File: config.mk
export PLATFORM = sky130hd
export DESIGN_NAME = nibble_handshake_bridge_writer_core_flat
export DESIGN_NICKNAME = d
export VERILOG_FILES = /design/src/rtl/core/nhbw_pkg.sv /design/src/rtl/core/nhbw_in_if.sv /design/src/rtl/core/nhbw_out_if.sv /design/src/rtl/core/nhbw_in_stage.sv /design/src/rtl/core/nhbw_engine.sv /design/src/rtl/core/nhbw_res_queue.sv /design/src/rtl/core/nibble_handshake_bridge_writer_core.sv /design/src/flat_wrapper.sv
export SDC_FILE = /design/constraint.sdc
export NUM_CORES = 1
export LEC_CHECK = 0
export ABC_AREA = 0
export BUFFER_PORTS_ARGS = -buffer_cell sky130_fd_sc_hd__buf_2
export CORE_ASPECT_RATIO = 1.2
export CORE_MARGIN = 2
export CORE_UTILIZATION = 45
export DETAILED_ROUTE_END_ITERATION = 10
export GPL_TIMING_DRIVEN = 0
export PLACE_DENSITY = 0.74
export SKIP_CTS_REPAIR_TIMING = 1
export SYNTH_ARGS = -nofsm -noshare
export SYNTH_HDL_FRONTEND = slang
export SYNTH_SLANG_ARGS = --single-unit
export TNS_END_PERCENT = 50
File: constraint.sdc
create_clock -name clk -period 3.1 [get_ports clk]
set_input_delay 0.62 -clock clk [delete_from_list [all_inputs] [get_ports clk]]
set_output_delay 0.62 -clock clk [all_outputs]
set_load 0.02 [all_outputs]
File: src/rtl/core/nhbw_pkg.sv
// Shared types, codes and helpers for the nibble handshake bridge writer.
`default_nettype none

package nhbw_pkg;

    localparam int BYTE_W  = 8;
    localparam int KIND_W  = 2;
    localparam int STATE_W = 3;
    localparam int QDEPTH  = 4;
    localparam int QPTR_W  = 2;
    localparam int QCNT_W  = 3;

    // Reset value of the retry limit.
    localparam logic [BYTE_W-1:0] RETRIES_RESET = 8'd100;

    // Input command codes.
    localparam logic CMD_START  = 1'b0;
    localparam logic CMD_SAMPLE = 1'b1;

    // Bridge states that the writer waits for.
    localparam logic [STATE_W-1:0] BR_READY = 3'd7;
    localparam logic [STATE_W-1:0] BR_ACK0  = 3'd0;
    localparam logic [STATE_W-1:0] BR_ACK1  = 3'd1;
    localparam logic [STATE_W-1:0] BR_ACK2  = 3'd2;

    // Nibble tags placed in the high half of a driven byte.
    localparam logic [3:0] TAG_ADDR_HI = 4'h3;
    localparam logic [3:0] TAG_ADDR_LO = 4'h0;
    localparam logic [3:0] TAG_DATA_HI = 4'h1;
    localparam logic [3:0] TAG_DATA_LO = 4'h2;

    // Result kinds.
    typedef enum logic [KIND_W-1:0] {
        KIND_WRITE   = 2'd0,
        KIND_OK      = 2'd1,
        KIND_TIMEOUT = 2'd2
    } kind_t;

    // Write sequence phases.
    typedef enum logic [2:0] {
        PH_IDLE = 3'd0,
        PH_SYNC = 3'd1,
        PH_ACK0 = 3'd2,
        PH_ACK1 = 3'd3,
        PH_ACK2 = 3'd4,
        PH_DONE = 3'd5
    } phase_t;

    // One input word.
    typedef struct packed {
        logic              cmd;
        logic [BYTE_W-1:0] address;
        logic [BYTE_W-1:0] data;
        logic [BYTE_W-1:0] status;
    } item_t;

    // One result word.
    typedef struct packed {
        kind_t             kind;
        logic [BYTE_W-1:0] out_byte;
        logic              last;
    } result_t;

    // Results of one step: count is 0, 1 or 2.
    typedef struct packed {
        logic [1:0] count;
        result_t    res0;
        result_t    res1;
    } step_t;

    // Bridge state expected while in a phase.
    function automatic logic [STATE_W-1:0] wanted_state(input phase_t ph);
        logic [STATE_W-1:0] st;
        begin
            unique case (ph)
                PH_ACK0: st = BR_ACK0;
                PH_ACK1: st = BR_ACK1;
                PH_ACK2: st = BR_ACK2;
                default: st = BR_READY;
            endcase
            return st;
        end
    endfunction

endpackage

`default_nettype wire

File: src/rtl/core/nhbw_in_if.sv
// Input channel interface carrying command and status words.
`default_nettype none

interface nhbw_in_if;
    logic                        valid;
    logic                        ready;
    logic                        cmd;
    logic [nhbw_pkg::BYTE_W-1:0] address;
    logic [nhbw_pkg::BYTE_W-1:0] data;
    logic [nhbw_pkg::BYTE_W-1:0] status;

    modport source (output valid, cmd, address, data, status, input ready);
    modport sink   (input valid, cmd, address, data, status, output ready);
endinterface

`default_nettype wire

File: src/rtl/core/nhbw_out_if.sv
// Output channel interface carrying result words.
`default_nettype none

interface nhbw_out_if;
    logic                        valid;
    logic                        ready;
    logic [nhbw_pkg::KIND_W-1:0] kind;
    logic [nhbw_pkg::BYTE_W-1:0] out_byte;
    logic                        last;

    modport source (output valid, kind, out_byte, last, input ready);
    modport sink   (input valid, kind, out_byte, last, output ready);
endinterface

`default_nettype wire

File: src/rtl/core/nhbw_in_stage.sv
// Input register that holds one word until the engine takes it.
`default_nettype none

module nhbw_in_stage
(
    input  wire logic            clk,
    input  wire logic            rst_n,
    input  wire logic            up_valid,
    output      logic            up_ready,
    input  wire nhbw_pkg::item_t up_item,
    input  wire logic            take,
    output      logic            item_valid,
    output      nhbw_pkg::item_t item
);

    logic            valid_reg;
    logic            valid_next;
    nhbw_pkg::item_t item_reg;

    // The stage refills in the same cycle that its word is taken.
    assign up_ready   = !valid_reg || take;
    assign valid_next = (up_valid && up_ready) || (valid_reg && !take);

    always_ff @(posedge clk or negedge rst_n)
    begin
        if (!rst_n)
        begin
            valid_reg <= 1'b0;
        end
        else
        begin
            valid_reg <= valid_next;
        end
    end

    // Payload needs no reset.
    always_ff @(posedge clk)
    begin
        if (up_valid && up_ready)
        begin
            item_reg <= up_item;
        end
    end

    assign item_valid = valid_reg;
    assign item       = item_reg;

endmodule

`default_nettype wire

File: src/rtl/core/nhbw_engine.sv
// Write sequencer: phase, retry count and latched operands, one word per step.
`default_nettype none

module nhbw_engine
(
    input  wire logic                        clk,
    input  wire logic                        rst_n,
    input  wire logic                        fire,
    input  wire nhbw_pkg::item_t             item,
    input  wire logic [nhbw_pkg::BYTE_W-1:0] max_retries,
    output      nhbw_pkg::step_t             step,
    output      logic                        busy
);

    nhbw_pkg::phase_t            phase_reg;
    nhbw_pkg::phase_t            phase_next;
    logic [nhbw_pkg::BYTE_W-1:0] retry_reg;
    logic [nhbw_pkg::BYTE_W-1:0] retry_next;
    logic [nhbw_pkg::BYTE_W-1:0] addr_reg;
    logic [nhbw_pkg::BYTE_W-1:0] addr_next;
    logic [nhbw_pkg::BYTE_W-1:0] data_reg;
    logic [nhbw_pkg::BYTE_W-1:0] data_next;
    logic [nhbw_pkg::BYTE_W-1:0] nibble;
    logic [nhbw_pkg::BYTE_W-1:0] echo;
    logic                        match;

    assign busy  = (phase_reg != nhbw_pkg::PH_IDLE);
    assign match = (item.status[nhbw_pkg::STATE_W-1:0] == nhbw_pkg::wanted_state(phase_reg));
    assign echo  = {item.status[3:0], 4'h0};

    // Tagged nibble sent when the current wait is satisfied.
    always_comb
    begin
        unique case (phase_reg)
            nhbw_pkg::PH_SYNC: nibble = {nhbw_pkg::TAG_ADDR_HI, addr_reg[7:4]};
            nhbw_pkg::PH_ACK0: nibble = {nhbw_pkg::TAG_ADDR_LO, addr_reg[3:0]};
            nhbw_pkg::PH_ACK1: nibble = {nhbw_pkg::TAG_DATA_HI, data_reg[7:4]};
            default:           nibble = {nhbw_pkg::TAG_DATA_LO, data_reg[3:0]};
        endcase
    end

    // Next state and results of the word in the input register.
    always_comb
    begin
        phase_next = phase_reg;
        retry_next = retry_reg;
        addr_next  = addr_reg;
        data_next  = data_reg;
        step       = '0;
        step.res0.kind = nhbw_pkg::KIND_WRITE;
        step.res1.kind = nhbw_pkg::KIND_WRITE;
        if (fire)
        begin
            if (item.cmd == nhbw_pkg::CMD_START)
            begin
                if (!busy)
                begin
                    addr_next  = item.address;
                    data_next  = item.data;
                    phase_next = nhbw_pkg::PH_SYNC;
                    retry_next = '0;
                end
            end
            else if (busy)
            begin
                if (match)
                begin
                    retry_next      = '0;
                    step.count      = 2'd1;
                    step.res0.last  = 1'b1;
                    unique case (phase_reg)
                        nhbw_pkg::PH_SYNC: phase_next = nhbw_pkg::PH_ACK0;
                        nhbw_pkg::PH_ACK0: phase_next = nhbw_pkg::PH_ACK1;
                        nhbw_pkg::PH_ACK1: phase_next = nhbw_pkg::PH_ACK2;
                        nhbw_pkg::PH_ACK2: phase_next = nhbw_pkg::PH_DONE;
                        default:           phase_next = nhbw_pkg::PH_IDLE;
                    endcase
                    if (phase_reg == nhbw_pkg::PH_DONE)
                    begin
                        step.res0.kind = nhbw_pkg::KIND_OK;
                    end
                    else
                    begin
                        step.res0.out_byte = nibble;
                    end
                end
                else if (retry_reg >= max_retries)
                begin
                    // Retries used up: echo the sample, then report a timeout.
                    step.count         = 2'd2;
                    step.res0.out_byte = echo;
                    step.res1.kind     = nhbw_pkg::KIND_TIMEOUT;
                    step.res1.last     = 1'b1;
                    phase_next         = nhbw_pkg::PH_IDLE;
                    retry_next         = '0;
                end
                else
                begin
                    step.count         = 2'd1;
                    step.res0.out_byte = echo;
                    step.res0.last     = 1'b1;
                    retry_next         = retry_reg + 8'd1;
                end
            end
        end
    end

    always_ff @(posedge clk or negedge rst_n)
    begin
        if (!rst_n)
        begin
            phase_reg <= nhbw_pkg::PH_IDLE;
            retry_reg <= '0;
            addr_reg  <= '0;
            data_reg  <= '0;
        end
        else
        begin
            phase_reg <= phase_next;
            retry_reg <= retry_next;
            addr_reg  <= addr_next;
            data_reg  <= data_next;
        end
    end

endmodule

`default_nettype wire

File: src/rtl/core/nhbw_res_queue.sv
// Four-entry result queue that takes up to two words a cycle and gives one.
`default_nettype none

module nhbw_res_queue
(
    input  wire logic                          clk,
    input  wire logic                          rst_n,
    input  wire nhbw_pkg::step_t               push,
    output      logic                          room,
    input  wire logic                          pop,
    output      logic                          res_valid,
    output      nhbw_pkg::result_t             res,
    output      logic [nhbw_pkg::QCNT_W-1:0]   count
);

    nhbw_pkg::result_t             mem [nhbw_pkg::QDEPTH];
    logic [nhbw_pkg::QPTR_W-1:0]   head_reg;
    logic [nhbw_pkg::QPTR_W-1:0]   head_next;
    logic [nhbw_pkg::QPTR_W-1:0]   tail_reg;
    logic [nhbw_pkg::QPTR_W-1:0]   tail_next;
    logic [nhbw_pkg::QCNT_W-1:0]   count_reg;
    logic [nhbw_pkg::QCNT_W-1:0]   count_next;
    logic [nhbw_pkg::QPTR_W-1:0]   tail_plus1;

    assign tail_plus1 = tail_reg + 2'd1;

    // Room for a full step of two words.
    assign room      = (count_reg <= 3'd2);
    assign res_valid = (count_reg != '0);
    assign res       = mem[head_reg];
    assign count     = count_reg;

    // Pointer and fill bookkeeping.
    always_comb
    begin
        head_next  = pop ? head_reg + 2'd1 : head_reg;
        tail_next  = tail_reg + push.count;
        count_next = count_reg + {1'b0, push.count} - {2'b00, pop};
    end

    always_ff @(posedge clk or negedge rst_n)
    begin
        if (!rst_n)
        begin
            head_reg  <= '0;
            tail_reg  <= '0;
            count_reg <= '0;
        end
        else
        begin
            head_reg  <= head_next;
            tail_reg  <= tail_next;
            count_reg <= count_next;
        end
    end

    // Result storage writes.
    always_ff @(posedge clk)
    begin
        if (push.count != 2'd0)
        begin
            mem[tail_reg] <= push.res0;
        end
        if (push.count == 2'd2)
        begin
            mem[tail_plus1] <= push.res1;
        end
    end

endmodule

`default_nettype wire

File: src/rtl/core/nibble_handshake_bridge_writer_core.sv
// Top level of the nibble handshake bridge writer.
// Takes one word per cycle on req: a start word latches address and data, and each
// later word is one sample of the bridge status byte. Every word passes through an
// input register, is handled by the sequencer and lands in a four-entry result queue,
// so a word that causes a result shows it on rsp once it has passed the input register
// and then the result queue. Sustained rate is one word per cycle while rsp is drained
// at one word per cycle; req stalls only when the result queue holds more than two
// words, which the two-word timeout case can cause when rsp is slow. max_retries is
// written through cfg_we/cfg_wdata, resets to 100, and should only be changed while
// idle.
`default_nettype none

module nibble_handshake_bridge_writer_core
(
    input  wire logic                        clk,
    input  wire logic                        rst_n,
    nhbw_in_if.sink                          req,
    nhbw_out_if.source                       rsp,
    input  wire logic                        cfg_we,
    input  wire logic [nhbw_pkg::BYTE_W-1:0] cfg_wdata
);

    logic [nhbw_pkg::BYTE_W-1:0] max_retries_reg;
    nhbw_pkg::item_t             up_item;
    nhbw_pkg::item_t             item;
    logic                        item_valid;
    logic                        fire;
    logic                        room;
    logic                        busy;
    logic                        pop;
    nhbw_pkg::step_t             step;
    nhbw_pkg::result_t           res;
    logic [nhbw_pkg::QCNT_W-1:0] q_count;

    // Retry limit register.
    always_ff @(posedge clk or negedge rst_n)
    begin
        if (!rst_n)
        begin
            max_retries_reg <= nhbw_pkg::RETRIES_RESET;
        end
        else if (cfg_we)
        begin
            max_retries_reg <= cfg_wdata;
        end
    end

    // Pack the input word.
    assign up_item.cmd     = req.cmd;
    assign up_item.address = req.address;
    assign up_item.data    = req.data;
    assign up_item.status  = req.status;

    // A held word steps whenever the queue can take two results.
    assign fire = item_valid && room;
    assign pop  = rsp.valid && rsp.ready;

    nhbw_in_stage u_in_stage
    (
        .clk        (clk),
        .rst_n      (rst_n),
        .up_valid   (req.valid),
        .up_ready   (req.ready),
        .up_item    (up_item),
        .take       (fire),
        .item_valid (item_valid),
        .item       (item)
    );

    nhbw_engine u_engine
    (
        .clk         (clk),
        .rst_n       (rst_n),
        .fire        (fire),
        .item        (item),
        .max_retries (max_retries_reg),
        .step        (step),
        .busy        (busy)
    );

    nhbw_res_queue u_res_queue
    (
        .clk       (clk),
        .rst_n     (rst_n),
        .push      (step),
        .room      (room),
        .pop       (pop),
        .res_valid (rsp.valid),
        .res       (res),
        .count     (q_count)
    );

    // Drive the result word.
    assign rsp.kind     = res.kind;
    assign rsp.out_byte = res.out_byte;
    assign rsp.last     = res.last;

    // A timeout step always leaves the sequencer idle.
    a_timeout_idle: assert property (@(posedge clk) disable iff (!rst_n)
        (step.count == 2'd2) |=> !busy)
        else $error("sequencer still busy after a timeout");

    // The sequencer only goes idle on a step that produced a result.
    a_idle_with_result: assert property (@(posedge clk) disable iff (!rst_n)
        $fell(busy) |-> $past(fire && (step.count != 2'd0)))
        else $error("sequencer went idle without a result");

    // The result queue is never overfilled.
    a_queue_bound: assert property (@(posedge clk) disable iff (!rst_n)
        (step.count != 2'd0) |-> (q_count <= 3'd2))
        else $error("result queue overflow");

endmodule

`default_nettype wire
File: src/flat_wrapper.sv
// flat-port wrapper written by rule: the top's interface ports become plain ports
module nibble_handshake_bridge_writer_core_flat 
  (clk, rst_n, cfg_we, cfg_wdata, req_valid, req_cmd, req_address, req_data, req_status, req_ready, rsp_valid, rsp_kind, rsp_out_byte, rsp_last, rsp_ready);
  nhbw_in_if req_i ();
  nhbw_out_if rsp_i ();
  input  wire logic clk;
  input  wire logic rst_n;
  input  wire logic cfg_we;
  input  wire logic [nhbw_pkg::BYTE_W-1:0] cfg_wdata;
  input wire logic [$bits(req_i.valid)-1:0] req_valid;
  input wire logic [$bits(req_i.cmd)-1:0] req_cmd;
  input wire logic [$bits(req_i.address)-1:0] req_address;
  input wire logic [$bits(req_i.data)-1:0] req_data;
  input wire logic [$bits(req_i.status)-1:0] req_status;
  output wire logic [$bits(req_i.ready)-1:0] req_ready;
  output wire logic [$bits(rsp_i.valid)-1:0] rsp_valid;
  output wire logic [$bits(rsp_i.kind)-1:0] rsp_kind;
  output wire logic [$bits(rsp_i.out_byte)-1:0] rsp_out_byte;
  output wire logic [$bits(rsp_i.last)-1:0] rsp_last;
  input wire logic [$bits(rsp_i.ready)-1:0] rsp_ready;
  assign req_i.valid = req_valid;
  assign req_i.cmd = req_cmd;
  assign req_i.address = req_address;
  assign req_i.data = req_data;
  assign req_i.status = req_status;
  assign req_ready = req_i.ready;
  assign rsp_valid = rsp_i.valid;
  assign rsp_kind = rsp_i.kind;
  assign rsp_out_byte = rsp_i.out_byte;
  assign rsp_last = rsp_i.last;
  assign rsp_i.ready = rsp_ready;
  nibble_handshake_bridge_writer_core u_core (.clk(clk), .rst_n(rst_n), .req(req_i), .rsp(rsp_i), .cfg_we(cfg_we), .cfg_wdata(cfg_wdata));
endmodule
==> results of run 1 <==
[critical path: stages (launching register included)]
cell and delay [ns]:
dfstp_2 0.52, inv_1 0.04, ha_1 0.26, or3_1 0.09
a21oi_1 0.07, o31a_2 0.46, or4_4 0.54, ha_4 0.24
fa_2 0.38, xor2_1 0.16, xnor2_1 0.17
[cell type report]
class,count,area [sq um]
buffer,26,116
clock buffer,12,236
clock inverter,4,26.3
fill,980,5250
inverter,24,90.1
multi-input combinational,314,2230
sequential,108,2670
tap,132,165
timing repair buffer,48,245
[kinds of logic after synthesis]
family	share of synthesized area
multiplexers	0.0962
buffers and inverters	0.0406
AND/OR/NAND/NOR	0.157
flip-flops	0.525
adder cells (fa/ha/maj)	0.0408
AO/OA/AOI/OAI	0.124
XOR/XNOR	0.0155
[how the worst max path moves through the flow]
stage / start / end / slack, ns / depth (start not counted)
after global routing: u_core.max_retries_reg[2] / u_core.u_res_queue.count[2] / -0.01 / 12
after global placement: u_core.max_retries_reg[2] / u_core.u_res_queue.count[2] / -0.02 / 10
final: u_core.max_retries_reg[2] / u_core.u_res_queue.count[2] / 0.09 / 10
after floorplan: u_core.max_retries_reg[2] / u_core.u_res_queue.count[2] / 0.09 / 10
after detailed placement: u_core.max_retries_reg[2] / u_core.u_res_queue.count[2] / -0.08 / 10
after CTS: u_core.max_retries_reg[2] / u_core.u_res_queue.count[2] / -0.09 / 10
[metal layers]
metal	part of all wire	track usage	up-vias
li1	-	-	1810
met1	0.43	0.241	1754
met2	0.51	0.312	91
met3	0.037	0.0329	14
met4	0.022	0.0828	0
met5	0	0	-
[cells in the final DEF (no fill, tap or decap), types with 11 or more instances in the layout]
master    netlist  layout
nand3_1        14      14
dfxtp_1        36      36
ha_1           15      14
a21oi_1        31      30
nor2_1         11      11
dfrtp_1        40      40
edfxtp_1       29      29
buf_2           9      55
o22ai_1        14      14
clkbuf_1       12      15
mux4_2         11      11
nand2_1        77      77
mux2_2         17      17
inv_1          22      22
o21ai_0        16      16
[power breakdown]
part / switching, mW / leakage [nW] / total (mW) / internal [mW]
clock network: 0.492 / 0.129 / 1.04 / 0.546
logic: 0.888 / 1.14 / 1.58 / 0.689
registers: 0.240 / 1.10 / 2.13 / 1.89
[through the flow]
step                       util  total power [mW]  setup WS, ns  cell area [sq um]  setup TNS, ns
after global routing      0.524              5.05       -0.0100               5780        -0.0100
after detailed placement  0.497              3.72       -0.0806               5480        -0.0806
after floorplan               -              3.27        0.0915               5090              0
final                     0.524              4.74        0.0936               5780              0
after global placement    0.497              3.63       -0.0167               5480        -0.0167
after CTS                 0.521              4.76       -0.0900               5740        -0.0900
==> results.json, run 1 <==
{
  "wire_per_inst_microns": 16.0,
  "syn_nets": 526,
  "grt_use_total": 0.188,
  "die_y_microns": 120,
  "drive_gt1_frac": 0.229,
  "cts_buffer_depth": 2,
  "overflow": 0,
  "hp-class": "input pin to flop",
  "coreArea_sq_um": 11000,
  "syn_to_final_growth_pct": 13.7,
  "ys_seq_elements": 108,
  "setup_viol": 0,
  "slew_viol_final": 0,
  "ant_nets": 0,
  "reg2reg_to": "u_core.u_res_queue.count[2]",
  "reg2reg_depth": 10,
  "arrival_ns": 3.27,
  "drc": 0,
  "synth-async-reset-ratio": 0.398,
  "power.density_nw_per_um2": 820,
  "dr.pass1.iters": 4,
  "vias": 3669,
  "period_share": 0.970,
  "hold_violations": 0,
  "drtIter0Drc": 222,
  "final_net_count": 585,
  "crit_type": "flop to flop",
  "rrSetupSlack_ns": 0.09,
  "yosysUniqueCellTypes": 55,
  "synth.top_cell.area_share": 0.197,
  "required_ns": 3.37,
  "rows": 42,
  "grt_start_max_net_pins": 44,
  "path_clk_slew_ns": 0.07,
  "netlist_area_sq_um": 5090,
  "htree_levels": 3,
  "yosys.area.top_type": "dfrtp_1",
  "io_buffers": 46,
  "cp-start-kind": "flop",
  "place_congestion": 0.859,
  "yosysWarnings": 0,
  "wirelength_mm": 10.7,
  "drv_cap": 0,
  "post-dp-hpwl_mm": 7.66,
  "status": "completed",
  "synth_cells": 472,
  "fin_crit_ns": 3.01,
  "whs_endpoint": "u_core.u_in_stage.item[13]",
  "yosys-top-cells-count": "nand2_1 (77), dfrtp_1 (40), dfxtp_1 (36), a21oi_1 (31), edfxtp_1 (29)",
  "clk_latency_ns": 0.35,
  "avgSynthCellArea_sq_um": 10.8,
  "cts.sink_count": 108,
  "instances_no_fill": 668,
  "fmax_ghz": 0.333,
  "io_pins": 51,
  "cts_root_buffer": "clkbuf_16",
  "grt_pass1_wl_mm": 17.8,
  "leakagePower_nw": 2.37,
  "synth_area_leaders": "dfrtp_1 (20%), edfxtp_1 (17%), dfxtp_1 (14%)",
  "skew_ns": 0.00662,
  "slew_headroom": 0.323,
  "antenna_found_initial": 0,
  "whs_ns": 0.443,
  "synth_edf_count": 29,
  "placedCellCount": 650,
  "tritoncts": "done",
  "synthFlopType": "dfrtp_1",
  "hold_depth": 1,
  "cts_buffers": 9,
  "min-delay-start": "req_data[5]",
  "cp_max_fo": 7,
  "r2r-start": "u_core.max_retries_reg[2]",
  "start_util": 0.461,
  "die_x_microns": 101,
  "vdd_drop_max_mv": 0.356,
  "dieArea_sq_um": 12200,
  "diodes": 0,
  "viasPerCell": 5.49,
  "largest_reg_flops": 44,
  "grt_pass1_vias": 3749,
  "synth_most_common_cell": "nand2_1",
  "worst_slew_pin_slew_ns": 1.01,
  "crit_path_end_kind": "flop",
  "yosysSeqAreaShare": 0.525
}
Note: power is estimated with default switching activity, not from simulation.
==> run 2, diff against run 1 <==
- SYNTH_HIERARCHICAL: default -> 1
==> run 2 against run 1 <==
Clock skew decreased by 0.00082 ns. Clock power increased by 14%. Critical endpoint is now u_core/u_res_queue/count[2]. Sequential share of layout area increased by 1.4 points. Critical path type unchanged. Sequential cell count unchanged. Largest power group unchanged. Setup slack improved by 0.0098 ns. Synthesized cell count decreased by 18%.
==> results.json, run 2 <==
{
  "fmax_ghz": 0.334,
  "cts_root_buffer": "clkbuf_16",
  "post-dp-hpwl_mm": 6.92,
  "path_clk_slew_ns": 0.07,
  "power.density_nw_per_um2": 786,
  "yosysWarnings": 6,
  "cts.sink_count": 108,
  "slew_viol_final": 0,
  "largest_reg_flops": 44,
  "antenna_found_initial": 0,
  "fin_util": 0.529,
  "rows": 44,
  "fin_crit_ns": 3.00,
  "place_congestion": 0.810,
  "crit_path_end_kind": "flop",
  "overflow": 0,
  "die_x_microns": 105,
  "synth_cells": 388,
  "p_total_mw": 5.01,
  "reg2reg_depth": 13,
  "io_pins": 51,
  "dieArea_sq_um": 13200,
  "internal_power_mw": 3.34,
  "grt_pass1_vias": 3353,
  "cts_buffers": 9,
  "final_cell_mix": "edfxtp_1 (65), buf_2 (49), mux2_2 (42)",
  "slew_headroom": 0.376,
  "io_buffers": 45,
  "hp-class": "input pin to asynchronous set/reset pin",
  "reg2reg_to": "u_core/u_res_queue/count[2]",
  "ant_nets": 0,
  "drc": 0,
  "dr.pass1.iters": 4,
  "netlist_area_sq_um": 5530,
  "drive_gt1_frac": 0.423,
  "required_ns": 3.34,
  "coreArea_sq_um": 12100,
  "clk_latency_ns": 0.36,
  "skew_ns": 0.00579,
  "drtIter0Drc": 79,
  "r2r-start": "u_core/max_retries_reg[5]",
  "status": "completed",
  "final_net_count": 509,
  "cts_buffer_depth": 2,
  "p_seq_frac": 0.424,
  "grt_use_total": 0.157,
  "p_clk_frac": 0.237,
  "rrSetupSlack_ns": 0.10,
  "leakagePower_nw": 2.64,
  "worst_slew_pin_slew_ns": 0.935,
  "p_sw_frac": 0.334,
  "htree_levels": 3,
  "die_y_microns": 125,
  "whs_ns": 0.414,
  "vdd_drop_max_mv": 0.308,
  "arrival_ns": 3.24,
  "layout_commonest_cell": "edfxtp_1",
  "final_area_sq_um": 6380,
  "switchingPower_mw": 1.68,
  "avgSynthCellArea_sq_um": 14.2,
  "tritoncts": "done",
  "grt_pass1_wl_mm": 16.0,
  "grt_start_max_net_pins": 44,
  "cp_max_fo": 9,
  "viasPerCell": 5.20,
  "vias": 3226,
  "period_share": 0.967,
  "dpl-instance-area_sq_um": 5990,
  "hold_violations": 0,
  "diodes": 0,
  "wire_per_inst_microns": 15.8,
  "crit_type": "flop to flop",
  "start_util": 0.458,
  "wirelength_mm": 9.81,
  "setup_viol": 0,
  "combinationalPowerShare": 0.339,
  "drv_cap": 0,
  "cp-start-kind": "flop",
  "fillers": 981,
  "syn_to_final_growth_pct": 15.4,
  "rsz0062_at_grt": "yes"
}
-- run 2: per-stage QoR --
step | cells | TNS, ns | setup WS, ns
2_1_floorplan | 397 | -0.00697 | -0.00697
3_3_place_gp | 603 | -33.01 | -0.589
3_5_place_dp | 603 | -37.43 | -0.690
4_1_cts | 619 | -40.53 | -0.725
5_1_grt | 620 | -0.286 | -0.0210
6_report | 620 | 0 | 0.103
-- run 2: worst max-delay path by stage --
stage | startpoint | end | slack [ns] | cells past startpoint
floorplan | u_core/max_retries_reg[5] | u_core/u_res_queue/count[2] | -0.007 | 14
global placement | u_core/max_retries_reg[5] | u_core/u_res_queue/mem[3][2] | -0.59 | 10
detailed placement | u_core/max_retries_reg[5] | u_core/u_res_queue/mem[0][2] | -0.69 | 10
CTS | u_core/max_retries_reg[5] | u_core/u_res_queue/mem[0][5] | -0.72 | 10
global route | u_core/max_retries_reg[5] | u_core/u_res_queue/count[2] | -0.02 | 13
finish | u_core/max_retries_reg[5] | u_core/u_res_queue/count[2] | 0.10 | 13
-- run 2: cell type report --
| class | instances | area, sq um | area share |
|---|---|---|---|
| Timing Repair Buffer | 47 | 253 | 0.0396 |
| Clock buffer | 9 | 225 | 0.0353 |
| Multi-Input combinational cell | 243 | 2300 | 0.360 |
| Clock inverter | 7 | 92.6 | 0.0145 |
| Sequential cell | 108 | 3030 | 0.475 |
| Buffer | 29 | 215 | 0.0338 |
| Inverter | 16 | 60.1 | 0.00942 |
| Tap cell | 161 | 201 | 0.0316 |
-- run 2: metal layers --
metal	global-route usage	vias to the layer above	wire, microns
li1	-	1551	-
met5	0	-	0
met3	0.0349	24	365
met1	0.172	1584	3830
met4	0.0808	0	289
met2	0.283	67	5330
-- run 2: worst max-delay path, stage by stage (launching register included) --
cell	delay, ns
dfstp_2	0.53
inv_1	0.04
ha_1	0.29
nand2_1	0.09
nor3_2	0.25
a21oi_2	0.14
nor3_2	0.23
buf_4	0.20
inv_1	0.05
ha_1	0.27
inv_1	0.05
fa_1	0.46
xnor2_2	0.16
xnor2_1	0.12
-- run 2: power by group through the flow --
stage / combinational (mW) / clock (mW) / sequential [mW]
after floorplan: 1.30 / 0 / 2.08
after global placement: 1.60 / 0 / 2.14
after detailed placement: 1.67 / 0 / 2.16
after CTS: 1.68 / 1.21 / 2.13
after global routing: 1.86 / 1.27 / 2.17
final: 1.70 / 1.19 / 2.12
